**src/sv/ftprf_pkg.sv**
```systemverilog
`timescale 1ns / 1ps

package ftprf_pkg;

  localparam logic [7:0] CH_CR     = 8'h0D;
  localparam logic [7:0] CH_LF     = 8'h0A;
  localparam logic [7:0] CH_SPACE  = 8'h20;
  localparam logic [7:0] CH_HYPHEN = 8'h2D;
  localparam logic [3:0] DIGIT_HI  = 4'h3;

  localparam logic [15:0] LEN_MAX = 16'hFFFF;
  localparam logic [2:0]  POS_MAX = 3'd4;
  localparam logic [2:0]  POS_SEP = 3'd3;

  // first-line separator codes
  localparam logic [1:0] SEP_NONE   = 2'd0;
  localparam logic [1:0] SEP_SPACE  = 2'd1;
  localparam logic [1:0] SEP_HYPHEN = 2'd2;
  localparam logic [1:0] SEP_OTHER  = 2'd3;

  localparam logic STATUS_OK        = 1'b0;
  localparam logic STATUS_MALFORMED = 1'b1;

  typedef struct packed {
    logic            cont;
    logic [2:0][3:0] dig;
    logic [2:0]      pos;
    logic            match;
    logic [1:0]      sep;
    logic            pcr;
    logic [15:0]     cnt;
  } frm_state_t;

  typedef struct packed {
    logic        emit;
    logic [9:0]  code;
    logic        status;
    logic [15:0] length;
  } frm_result_t;

  localparam frm_state_t STATE_RESET = '{
    cont:  1'b0,
    dig:   '0,
    pos:   3'd0,
    match: 1'b1,
    sep:   SEP_NONE,
    pcr:   1'b0,
    cnt:   16'd0
  };

endpackage

```
**src/sv/ftprf_if.sv**
```systemverilog
`timescale 1ns / 1ps

interface ftprf_in_if;
  logic       valid;
  logic       ready;
  logic [7:0] rx_byte;

  modport source (output valid, output rx_byte, input ready);
  modport sink   (input valid, input rx_byte, output ready);
endinterface

interface ftprf_out_if;
  logic        valid;
  logic        ready;
  logic [9:0]  reply_code;
  logic        reply_status;
  logic [15:0] reply_length;

  modport source (output valid, output reply_code, output reply_status,
                  output reply_length, input ready);
  modport sink   (input valid, input reply_code, input reply_status,
                  input reply_length, output ready);
endinterface

```
**src/sv/ftprf_core.sv**
```systemverilog
`timescale 1ns / 1ps

module ftprf_core
  import ftprf_pkg::*;
(
  input  logic        clk,
  input  logic        rst_n,
  input  logic        advance,
  input  logic [7:0]  byte_in,
  output frm_result_t res
);

  frm_state_t st_r;
  frm_state_t st_nxt;

  function automatic frm_state_t take_char(frm_state_t s, logic [7:0] c);
    frm_state_t n;
    logic       is_digit;
    n = s;
    is_digit = (c >= 8'h30) && (c <= 8'h39);
    if (!s.cont) begin
      if (s.pos < POS_SEP) begin
        if (is_digit) n.dig[s.pos[1:0]] = c[3:0];
        else n.match = 1'b0;
      end else if (s.pos == POS_SEP) begin
        if (c == CH_SPACE) n.sep = SEP_SPACE;
        else if (c == CH_HYPHEN) n.sep = SEP_HYPHEN;
        else n.sep = SEP_OTHER;
      end
    end else begin
      if (s.pos < POS_SEP) begin
        if (c != {DIGIT_HI, s.dig[s.pos[1:0]]}) n.match = 1'b0;
      end else if (s.pos == POS_SEP) begin
        if (c != CH_SPACE) n.match = 1'b0;
      end
    end
    n.pos = (s.pos < POS_MAX) ? s.pos + 3'd1 : POS_MAX;
    return n;
  endfunction

  logic [9:0] code_val;
  assign code_val = 10'(st_r.dig[0]) * 10'd100 + 10'(st_r.dig[1]) * 10'd10
                  + 10'(st_r.dig[2]);

  always_comb begin
    frm_state_t s;
    logic       long_enough;
    s = st_r;
    long_enough = (st_r.pos >= POS_MAX);
    res.emit = 1'b0;
    res.code = code_val;
    res.status = STATUS_OK;
    if (s.cnt != LEN_MAX) s.cnt = s.cnt + 16'd1;
    res.length = s.cnt;
    st_nxt = s;
    if (s.pcr && byte_in == CH_LF) begin
      // end of line
      if (!s.cont) begin
        if (long_enough && s.match && s.sep == SEP_SPACE) begin
          res.emit = 1'b1;
          st_nxt = STATE_RESET;
        end else if (long_enough && s.match && s.sep == SEP_HYPHEN) begin
          st_nxt.cont = 1'b1;
          st_nxt.pos = 3'd0;
          st_nxt.match = 1'b1;
          st_nxt.pcr = 1'b0;
        end else begin
          res.emit = 1'b1;
          res.code = '0;
          res.status = STATUS_MALFORMED;
          st_nxt = STATE_RESET;
        end
      end else if (long_enough && s.match) begin
        res.emit = 1'b1;
        st_nxt = STATE_RESET;
      end else begin
        // skip non-matching continuation line
        st_nxt.pos = 3'd0;
        st_nxt.match = 1'b1;
        st_nxt.pcr = 1'b0;
      end
    end else begin
      if (s.pcr) begin
        // lone CR counts as a line byte
        s.pcr = 1'b0;
        s = take_char(s, CH_CR);
      end
      if (byte_in == CH_CR) s.pcr = 1'b1;
      else s = take_char(s, byte_in);
      st_nxt = s;
    end
  end

  always_ff @(posedge clk) begin
    if (!rst_n) begin
      st_r <= STATE_RESET;
    end else if (advance) begin
      st_r <= st_nxt;
    end
  end

endmodule

```
**src/sv/ftp_reply_framer_unit.sv**
```systemverilog
`timescale 1ns / 1ps

// FTP control reply framer.
// in_ch carries one received control-channel byte per beat (valid/ready).
// out_ch carries one beat per finished reply: the three-digit code, a status
// (0 complete, 1 malformed first line, code then 0) and the reply length in
// bytes including the final CR LF, saturating at 65535.
// A byte is registered on acceptance and then runs through the framing logic;
// the LF that ends a reply puts its beat in the result register for out_ch.
// One byte per cycle is sustained unless a reply beat waits for out_ch: the
// framing state is updated by combinational logic between the two registers.
// When out_ch stalls with a result held, the input register keeps taking
// bytes until a byte that ends another reply has to wait for the slot; then
// in_ch.ready drops until the held beat is taken.
// Synchronous reset (rst_n low) empties both registers and returns the
// framer to waiting for the first line of a reply.

module ftp_reply_framer_unit
  import ftprf_pkg::*;
(
  input  logic            clk,
  input  logic            rst_n,
  ftprf_in_if.sink        in_ch,
  ftprf_out_if.source     out_ch
);

  logic        in_vld_r;
  logic [7:0]  in_byte_r;
  logic        out_vld_r;
  logic [9:0]  out_code_r;
  logic        out_status_r;
  logic [15:0] out_len_r;

  frm_result_t res;
  logic        slot_free;
  logic        advance;

  assign slot_free = !out_vld_r || out_ch.ready;
  assign advance = in_vld_r && (!res.emit || slot_free);
  assign in_ch.ready = !in_vld_r || advance;

  ftprf_core u_core (
    .clk     (clk),
    .rst_n   (rst_n),
    .advance (advance),
    .byte_in (in_byte_r),
    .res     (res)
  );

  always_ff @(posedge clk) begin
    if (!rst_n) begin
      in_vld_r <= 1'b0;
    end else if (in_ch.ready) begin
      in_vld_r <= in_ch.valid;
    end
  end

  always_ff @(posedge clk) begin
    if (in_ch.ready && in_ch.valid) begin
      in_byte_r <= in_ch.rx_byte;
    end
  end

  always_ff @(posedge clk) begin
    if (!rst_n) begin
      out_vld_r <= 1'b0;
    end else if (advance && res.emit) begin
      out_vld_r <= 1'b1;
    end else if (out_ch.ready) begin
      out_vld_r <= 1'b0;
    end
  end

  always_ff @(posedge clk) begin
    if (advance && res.emit) begin
      out_code_r   <= res.code;
      out_status_r <= res.status;
      out_len_r    <= res.length;
    end
  end

  assign out_ch.valid        = out_vld_r;
  assign out_ch.reply_code   = out_code_r;
  assign out_ch.reply_status = out_status_r;
  assign out_ch.reply_length = out_len_r;

  a_malformed_code_zero : assert property (@(posedge clk) disable iff (!rst_n)
    out_vld_r && out_status_r == STATUS_MALFORMED |-> out_code_r == 10'd0)
    else $error("malformed reply carries a nonzero code");

  a_length_nonzero : assert property (@(posedge clk) disable iff (!rst_n)
    out_vld_r |-> out_len_r != 16'd0)
    else $error("reply length is zero");

  a_code_range : assert property (@(posedge clk) disable iff (!rst_n)
    out_vld_r |-> out_code_r <= 10'd999)
    else $error("reply code out of range");

  a_held_byte : assert property (@(posedge clk) disable iff (!rst_n)
    in_vld_r && !advance |=> in_vld_r && $stable(in_byte_r))
    else $error("stalled byte lost or changed");

  a_no_overwrite : assert property (@(posedge clk) disable iff (!rst_n)
    out_vld_r && !out_ch.ready |-> !(advance && res.emit))
    else $error("pending reply overwritten");

endmodule
```
**src/flat_wrapper.sv**
```systemverilog
// flat-port wrapper written by rule: the top's interface ports become plain ports
module ftp_reply_framer_unit_flat import ftprf_pkg::*;
  (clk, rst_n, in_ch_valid, in_ch_rx_byte, in_ch_ready, out_ch_valid, out_ch_reply_code, out_ch_reply_status, out_ch_reply_length, out_ch_ready);
  ftprf_in_if in_ch_i ();
  ftprf_out_if out_ch_i ();
  input  logic clk;
  input  logic rst_n;
  input wire logic [$bits(in_ch_i.valid)-1:0] in_ch_valid;
  input wire logic [$bits(in_ch_i.rx_byte)-1:0] in_ch_rx_byte;
  output wire logic [$bits(in_ch_i.ready)-1:0] in_ch_ready;
  output wire logic [$bits(out_ch_i.valid)-1:0] out_ch_valid;
  output wire logic [$bits(out_ch_i.reply_code)-1:0] out_ch_reply_code;
  output wire logic [$bits(out_ch_i.reply_status)-1:0] out_ch_reply_status;
  output wire logic [$bits(out_ch_i.reply_length)-1:0] out_ch_reply_length;
  input wire logic [$bits(out_ch_i.ready)-1:0] out_ch_ready;
  assign in_ch_i.valid = in_ch_valid;
  assign in_ch_i.rx_byte = in_ch_rx_byte;
  assign in_ch_ready = in_ch_i.ready;
  assign out_ch_valid = out_ch_i.valid;
  assign out_ch_reply_code = out_ch_i.reply_code;
  assign out_ch_reply_status = out_ch_i.reply_status;
  assign out_ch_reply_length = out_ch_i.reply_length;
  assign out_ch_i.ready = out_ch_ready;
  ftp_reply_framer_unit u_core (.clk(clk), .rst_n(rst_n), .in_ch(in_ch_i), .out_ch(out_ch_i));
endmodule
```
**config.mk**
```make
export PLATFORM = sky130hd
export DESIGN_NAME = ftp_reply_framer_unit_flat
export DESIGN_NICKNAME = d
export VERILOG_FILES = /design/src/sv/ftprf_pkg.sv /design/src/sv/ftprf_if.sv /design/src/sv/ftprf_core.sv /design/src/sv/ftp_reply_framer_unit.sv /design/src/flat_wrapper.sv
export SDC_FILE = /design/constraint.sdc
export NUM_CORES = 1
export LEC_CHECK = 0
export BUFFER_PORTS_ARGS = -buffer_cell sky130_fd_sc_hd__buf_2
export CAP_MARGIN = 20
export CELL_PAD_IN_SITES_DETAIL_PLACEMENT = 0
export CELL_PAD_IN_SITES_GLOBAL_PLACEMENT = 2
export CORE_MARGIN = 1.5
export CORE_UTILIZATION = 35
export CTS_CLUSTER_DIAMETER = 100
export DETAILED_ROUTE_END_ITERATION = 10
export GPL_TIMING_DRIVEN = 1
export HOLD_SLACK_MARGIN = 0.1
export PLACE_DENSITY = 0.79
export SYNTH_ARGS = -nofsm -noshare
export SYNTH_HDL_FRONTEND = slang
export SYNTH_SLANG_ARGS = --single-unit
```
**constraint.sdc**
```tcl
create_clock -name clk -period 4.5 [get_ports clk]
set_input_delay 0.45 -clock clk [delete_from_list [all_inputs] [get_ports clk]]
set_output_delay 0.45 -clock clk [all_outputs]
set_load 0.02 [all_outputs]
```
Word level (Yosys, flattened, before mapping)
Index checks and enable logic that the tools add are counted.
{ "word_totals": {"ff_bits": 73, "input_bits": 12, "out_inout_bits": 29, "wordCells": 116} }
{ "op_classes": {"addsub": 5, "mul": 2, "magnitude_cmp": 9, "n_eq_ne": 13, "n_mux": 53, "bitwise": 1, "reduce_logical": 18} }
{ "op_table": {"columns": ["op", "count"], "rows": [
  ["$mux W36", 4],
  ["$mux W12", 6],
  ["$mux W16", 3],
  ["$mux W23", 1],
  ["$mux W11", 2],
  ["$mux W1", 19],
  ["$mux W18", 1],
  ["$mux W2", 9],
  ["$add A16 B1 Y16 const B", 1],
  ["$eq A8 B4 Y1 const B", 2],
  ["$eq A8 B6 Y1 const B", 2],
  ["$ne A16 B16 Y1 const B", 1],
  ["$mux W13", 1],
  ["$bwmux W12", 1],
  ["$add A10 B4 Y10", 1],
  ["$add A10 B8 Y10", 1],
  ["$logic_and A1 B1 Y1", 9],
  ["$bmux W4 S2", 1],
  ["$demux W4 S2", 1],
  ["$ge A8 B6 Y1 const B", 1],
  ["$le A8 B6 Y1 const B", 1],
  ["$mul A4 B5 Y8 const B", 1],
  ["$mux W4", 2],
  ["$ne A8 B6 Y1", 1],
  ["other kinds (20)", 29]
]} }

Logic depth before layout (Yosys ltp)
{ "depth": {"ltp_word": 16, "depth_mapped": 11, "ltp_nobuf": 11} }

Hierarchy
Synthesis repeated with hierarchy kept, for this count alone.
{ "hier_totals": {"cells_unflattened": 458, "hier_area_um2": 4352.9} }
{ "by_module_without_submodules": {"columns": ["mod", "n_inst", "cells_per_inst", "area_per_inst_um2", "seq_area_each_um2"], "rows": [
  ["ftprf_core", 1, 411, 3184.3, 720.7],
  ["ftp_reply_framer_unit", 1, 47, 1168.6, 1091.0]
]} }

Least setup slack after synthesis
Ideal clock, no wire load.
{ "synth_timing": {"path_type": "register to register", "from": "register u_core.in_byte_r[4]", "to": "register u_core.u_core.st_r[35] (netlist bit)", "setup_time_ps": 115, "arrival_ps": 3219, "required_ps": 4385, "slack_ps": 1165, "path_stages_with_launch": 8, "path_buffers": 2, "period_less_slack_ps": 3335, "path_cell_list": "edfxtp_1 -> or4b_4 -> or3_4 -> buf_6 -> nor3_2 -> nor2b_1 -> clkbuf_1 -> nor2b_1"} }
{ "synth_between": {"elab_chain_cells": 6, "elab_cells_between_ends": 7, "classes_between": "eq/ne: 1; mux: 2; reduce/logical: 4"} }
{ "synth_lines": {"columns": ["element", "line_no", "source"], "rows": [
  ["start: declaration", "ftp_reply_framer_unit.sv:28", "logic [7:0] in_byte_r;"],
  ["start signal: assignment", "ftp_reply_framer_unit.sv:60", "in_byte_r <= in_ch.rx_byte;"],
  ["$eq A8 B4 Y1 (*)", "ftprf_core.sv:56", "if (s.pcr && byte_in == CH_LF) begin"],
  ["$logic_and A1 B1 Y1 (*)", "ftprf_core.sv:56", null],
  ["$mux W12", "ftprf_core.sv:56", null],
  ["$logic_not A1 Y1", "ftp_reply_framer_unit.sv:39", "assign advance = in_vld_r && (!res.emit || slot_free);"],
  ["$logic_or A1 B1 Y1", "ftp_reply_framer_unit.sv:39", null],
  ["$logic_and A1 B1 Y1", "ftp_reply_framer_unit.sv:39", null],
  ["end signal: assignment", "ftprf_core.sv:98", "st_r <= st_nxt;"],
  ["end: declaration", "ftprf_core.sv:13", "frm_state_t st_r;"]
]} }
Mark *: on every way between the ends. The rest lies on a longest branch, timed or not.
A chain may end at the register's enable or synchronous reset.

==> results.py <==
metrics = {
    "critical_path": {
        "critPathMostFrequentCell": "ha_1",
        "critPathLaunchType": "flop",
        "critPathKind": "reg -> reg",
        "crit_chain": "ha_1, ha_1, fa_1, ha_1, ha_1, inv_1, o21bai_1, a2111oi_0, o21ai_0, nor3b_1",
        "cp_num_buf_inv": 1,
        "slowest_stage": "a2111oi_0",
        "critical_path.max_fanout": 4,
        "critPathArrivalTime_ns": 3.32,
        "critPathCaptureType": "flop",
        "r2r-start": "u_core.u_core.st_r[28]$_SDFFE_PN0P_",
        "r2r-end": "u_core.out_ch.reply_code[9]$_DFFE_PP_",
        "ff2ff_path_depth": 10,
        "rrSetupSlack_ns": 1.26,
        "critPathTopFamily": "adder cells",
        "critPathRequiredTime_ns": 4.58,
        "cpPeakStageDelay_ns": 0.51,
    },
    "synthesis": {
        "synth_cell_types": 70,
        "synth_top_area_share_pct": 23.73,
        "ys_ff_latch": 73,
        "syn_nets": 487,
        "synthTopCellsByArea": "edfxtp_1 (24%), dfxtp_1 (17%), ha_1 (8.2%)",
        "synthTopCellsByCount": "dfxtp_1 (38), edfxtp_1 (35), nand2_1 (35)",
        "synth_cells": 441,
        "synth_warnings": 0,
        "synth-async-reset-ratio_pct": 0,
        "synth_top_flop_cell": "dfxtp_1",
        "synth_seq_area_share_pct": 40.90,
        "avgSynthCellArea_um2": 10.04,
        "synth-edff-count": 35,
        "yosysTopAreaCell": "edfxtp_1",
        "yosysMostFrequentCell": "dfxtp_1",
        "syn_area_mm2": 0.004429,
    },
    "timing": {
        "rsz0062_at_grt": "no",
        "finalSetupTns_ns": 0,
        "finalHoldViolations": 0,
        "tightest_slew_ns": 1.007,
        "clock_skew_ns": 0.01250,
        "period_share_pct": 72.10,
        "fmax_ghz": 0.3082,
        "setup_viol": 0,
        "period_needed_ns": 3.245,
        "slew_headroom_pct": 32.73,
        "final_max_slew_viol_count": 0,
        "hold_ws_ns": 0.2934,
    },
    "pwr": {
        "ir_drop_mv": 0.2031,
        "total_power_w": 0.001623,
        "power.share.clock_pct": 50.7,
        "intPower_w": 0.001279,
        "leakage_nw": 2.180,
        "pwr-share-comb_pct": 4.9,
        "p_sw_w": 0.0003434,
        "power_frac_seq_pct": 44.4,
        "power_density_mw_per_mm2": 318.6,
        "sw_frac_of_total_pct": 21.16,
    },
    "job": {
        "cap_violations": 0,
    },
    "clocking": {
        "cts-root-buf": "clkbuf_16",
        "cts_hold_buf": 0,
        "clk_latency_ns": 0.33,
        "post_cts_resized": 0,
        "cts_setup_buffers": 0,
        "cts_buffer_depth": 2,
        "cts_tree": "yes",
        "clock_sinks": 73,
        "htreeDepth": 3,
        "cts_buffers": 9,
        "clk_pin_slew_ns": 0.06,
    },
    "finish": {
        "drive_gt1_share_pct": 15.30,
        "nFillCells": 1213,
        "finalCoreUtilization_pct": 41.88,
        "finalNetCount": 518,
        "n_antenna_cell": 0,
        "final_cell_area_mm2": 0.005094,
        "areaGrowthSynthToFinish_pct": 15.00,
    },
    "drt": {
        "firstDrtPassIters": 4,
        "route.detailed.drc": 0,
        "vias": 3437,
        "drt_iter0_markers": 206,
        "via_per_inst": 5.329,
        "wl_per_cell_um": 15.17,
        "wl_mm": 9.782,
        "ant_nets": 0,
    },
    "global_route": {
        "grt_pass1_wl_mm": 16.13,
        "antenna_found_initial": 0,
        "track_usage_pct": 15.69,
        "grt_max_degree": 29,
        "grt_pass1_vias": 3229,
        "overflow": 0,
    },
    "floorplan": {
        "die_x_um": 115.5,
        "core-area_mm2": 0.01216,
        "start_util_pct": 36.42,
        "rows": 40,
        "io_pins": 41,
        "dieArea_mm2": 0.01334,
        "die_h_um": 115.5,
    },
    "placed_design": {
        "portBuffers": 40,
        "dpl_cell_area_mm2": 0.004748,
        "dp_hpwl_mm": 7.172,
        "gp_congestion": 0.8631,
    },
    "min_path": {
        "hp-class": "in -> reg",
        "holdPathEnd": "u_core.in_byte_r[5]$_DFFE_PP_",
        "hold_depth": 1,
        "hp-start": "in_ch_rx_byte[5]",
    },
    "outcome": {
        "status": "finished, final reports clean",
    },
}
-- final cells by class --
cell class	count	area (um2)	share of cell area [%]
clock buffer	10	229.0	4.495
inverter	21	78.83	1.548
timing repair buffer	42	215.2	4.225
multi-input combinational	325	2432	47.75
clock inverter	6	116.4	2.284
sequential	73	1812	35.57
tap	168	210.2	4.127
-- power by group through the flow --
stage	registers (W)	clock network [W]	logic (W)
floorplan	0.000727	0	0.0000626
global placement	0.000733	0	0.0000798
detailed placement	0.000734	0	0.0000803
CTS	0.000720	0.000845	0.0000808
global route	0.000722	0.000873	0.0000893
finish	0.000720	0.000823	0.0000798
-- layer usage --
metal | routed length (um) | GRT usage [%] | vias up
met5 | 0 | 0 | -
met4 | 106 | 5.021 | 0
met3 | 383 | 4.027 | 4
met2 | 4458 | 24.26 | 76
met1 | 4833 | 21.53 | 1660
li1 | - | - | 1697
-- state kept, by name, summed over array words and instances, names as in the netlist --
register                    cells
u_core.out_ch.reply_code       10
u_core.out_ch.reply_length     16
u_core.in_vld_r                 1
u_core.in_byte_r                8
u_core.u_core.st_r             36
u_core.out_ch.reply_status      1
u_core.out_ch.valid             1
-- layout by cell type, fill, tap and decap left out, types with 13 or more instances in the layout --
cell type | synthesis | routed
a21oi_1 | 19 | 19
nand2_1 | 35 | 35
inv_1 | 19 | 19
o21ai_0 | 13 | 13
nor2b_1 | 15 | 15
mux2i_1 | 16 | 16
edfxtp_1 | 35 | 35
nor2_1 | 18 | 18
buf_2 | 6 | 40
ha_1 | 29 | 29
dfxtp_1 | 38 | 38
-- worst max path at each step --
stage | start | cells past startpoint | slack (ns) | endpoint
floorplan | u_core.in_byte_r[4]$_DFFE_PP_ | 7 | 1.17 | u_core.u_core.st_r[35]$_SDFFE_PN0P_
global placement | u_core.u_core.st_r[28]$_SDFFE_PN0P_ | 10 | 1.32 | u_core.out_ch.reply_code[9]$_DFFE_PP_
detailed placement | u_core.u_core.st_r[28]$_SDFFE_PN0P_ | 10 | 1.27 | u_core.out_ch.reply_code[9]$_DFFE_PP_
CTS | u_core.u_core.st_r[28]$_SDFFE_PN0P_ | 10 | 1.24 | u_core.out_ch.reply_code[9]$_DFFE_PP_
global route | u_core.u_core.st_r[28]$_SDFFE_PN0P_ | 10 | 0.99 | u_core.out_ch.reply_code[9]$_DFFE_PP_
finish | u_core.u_core.st_r[28]$_SDFFE_PN0P_ | 10 | 1.26 | u_core.out_ch.reply_code[9]$_DFFE_PP_
-- kinds of logic after synthesis --
logic type	Yosys count	synth area share [%]
AND/OR/NAND/NOR	144	18.33
AO/OA/AOI/OAI	105	17.01
flip-flops	73	40.90
buffers and inverters	43	4.322
adder cells (fa/ha/maj)	34	10.45
XOR/XNOR	22	4.350
multiplexers	20	4.633
-- metrics by stage --
stage	setup WS, ns	instances
after floorplan	1.165	441
after global placement	1.325	629
after detailed placement	1.269	629
after CTS	1.235	645
after global routing	0.9916	645
final	1.255	645
Note: power is estimated with default switching activity, not from simulation.
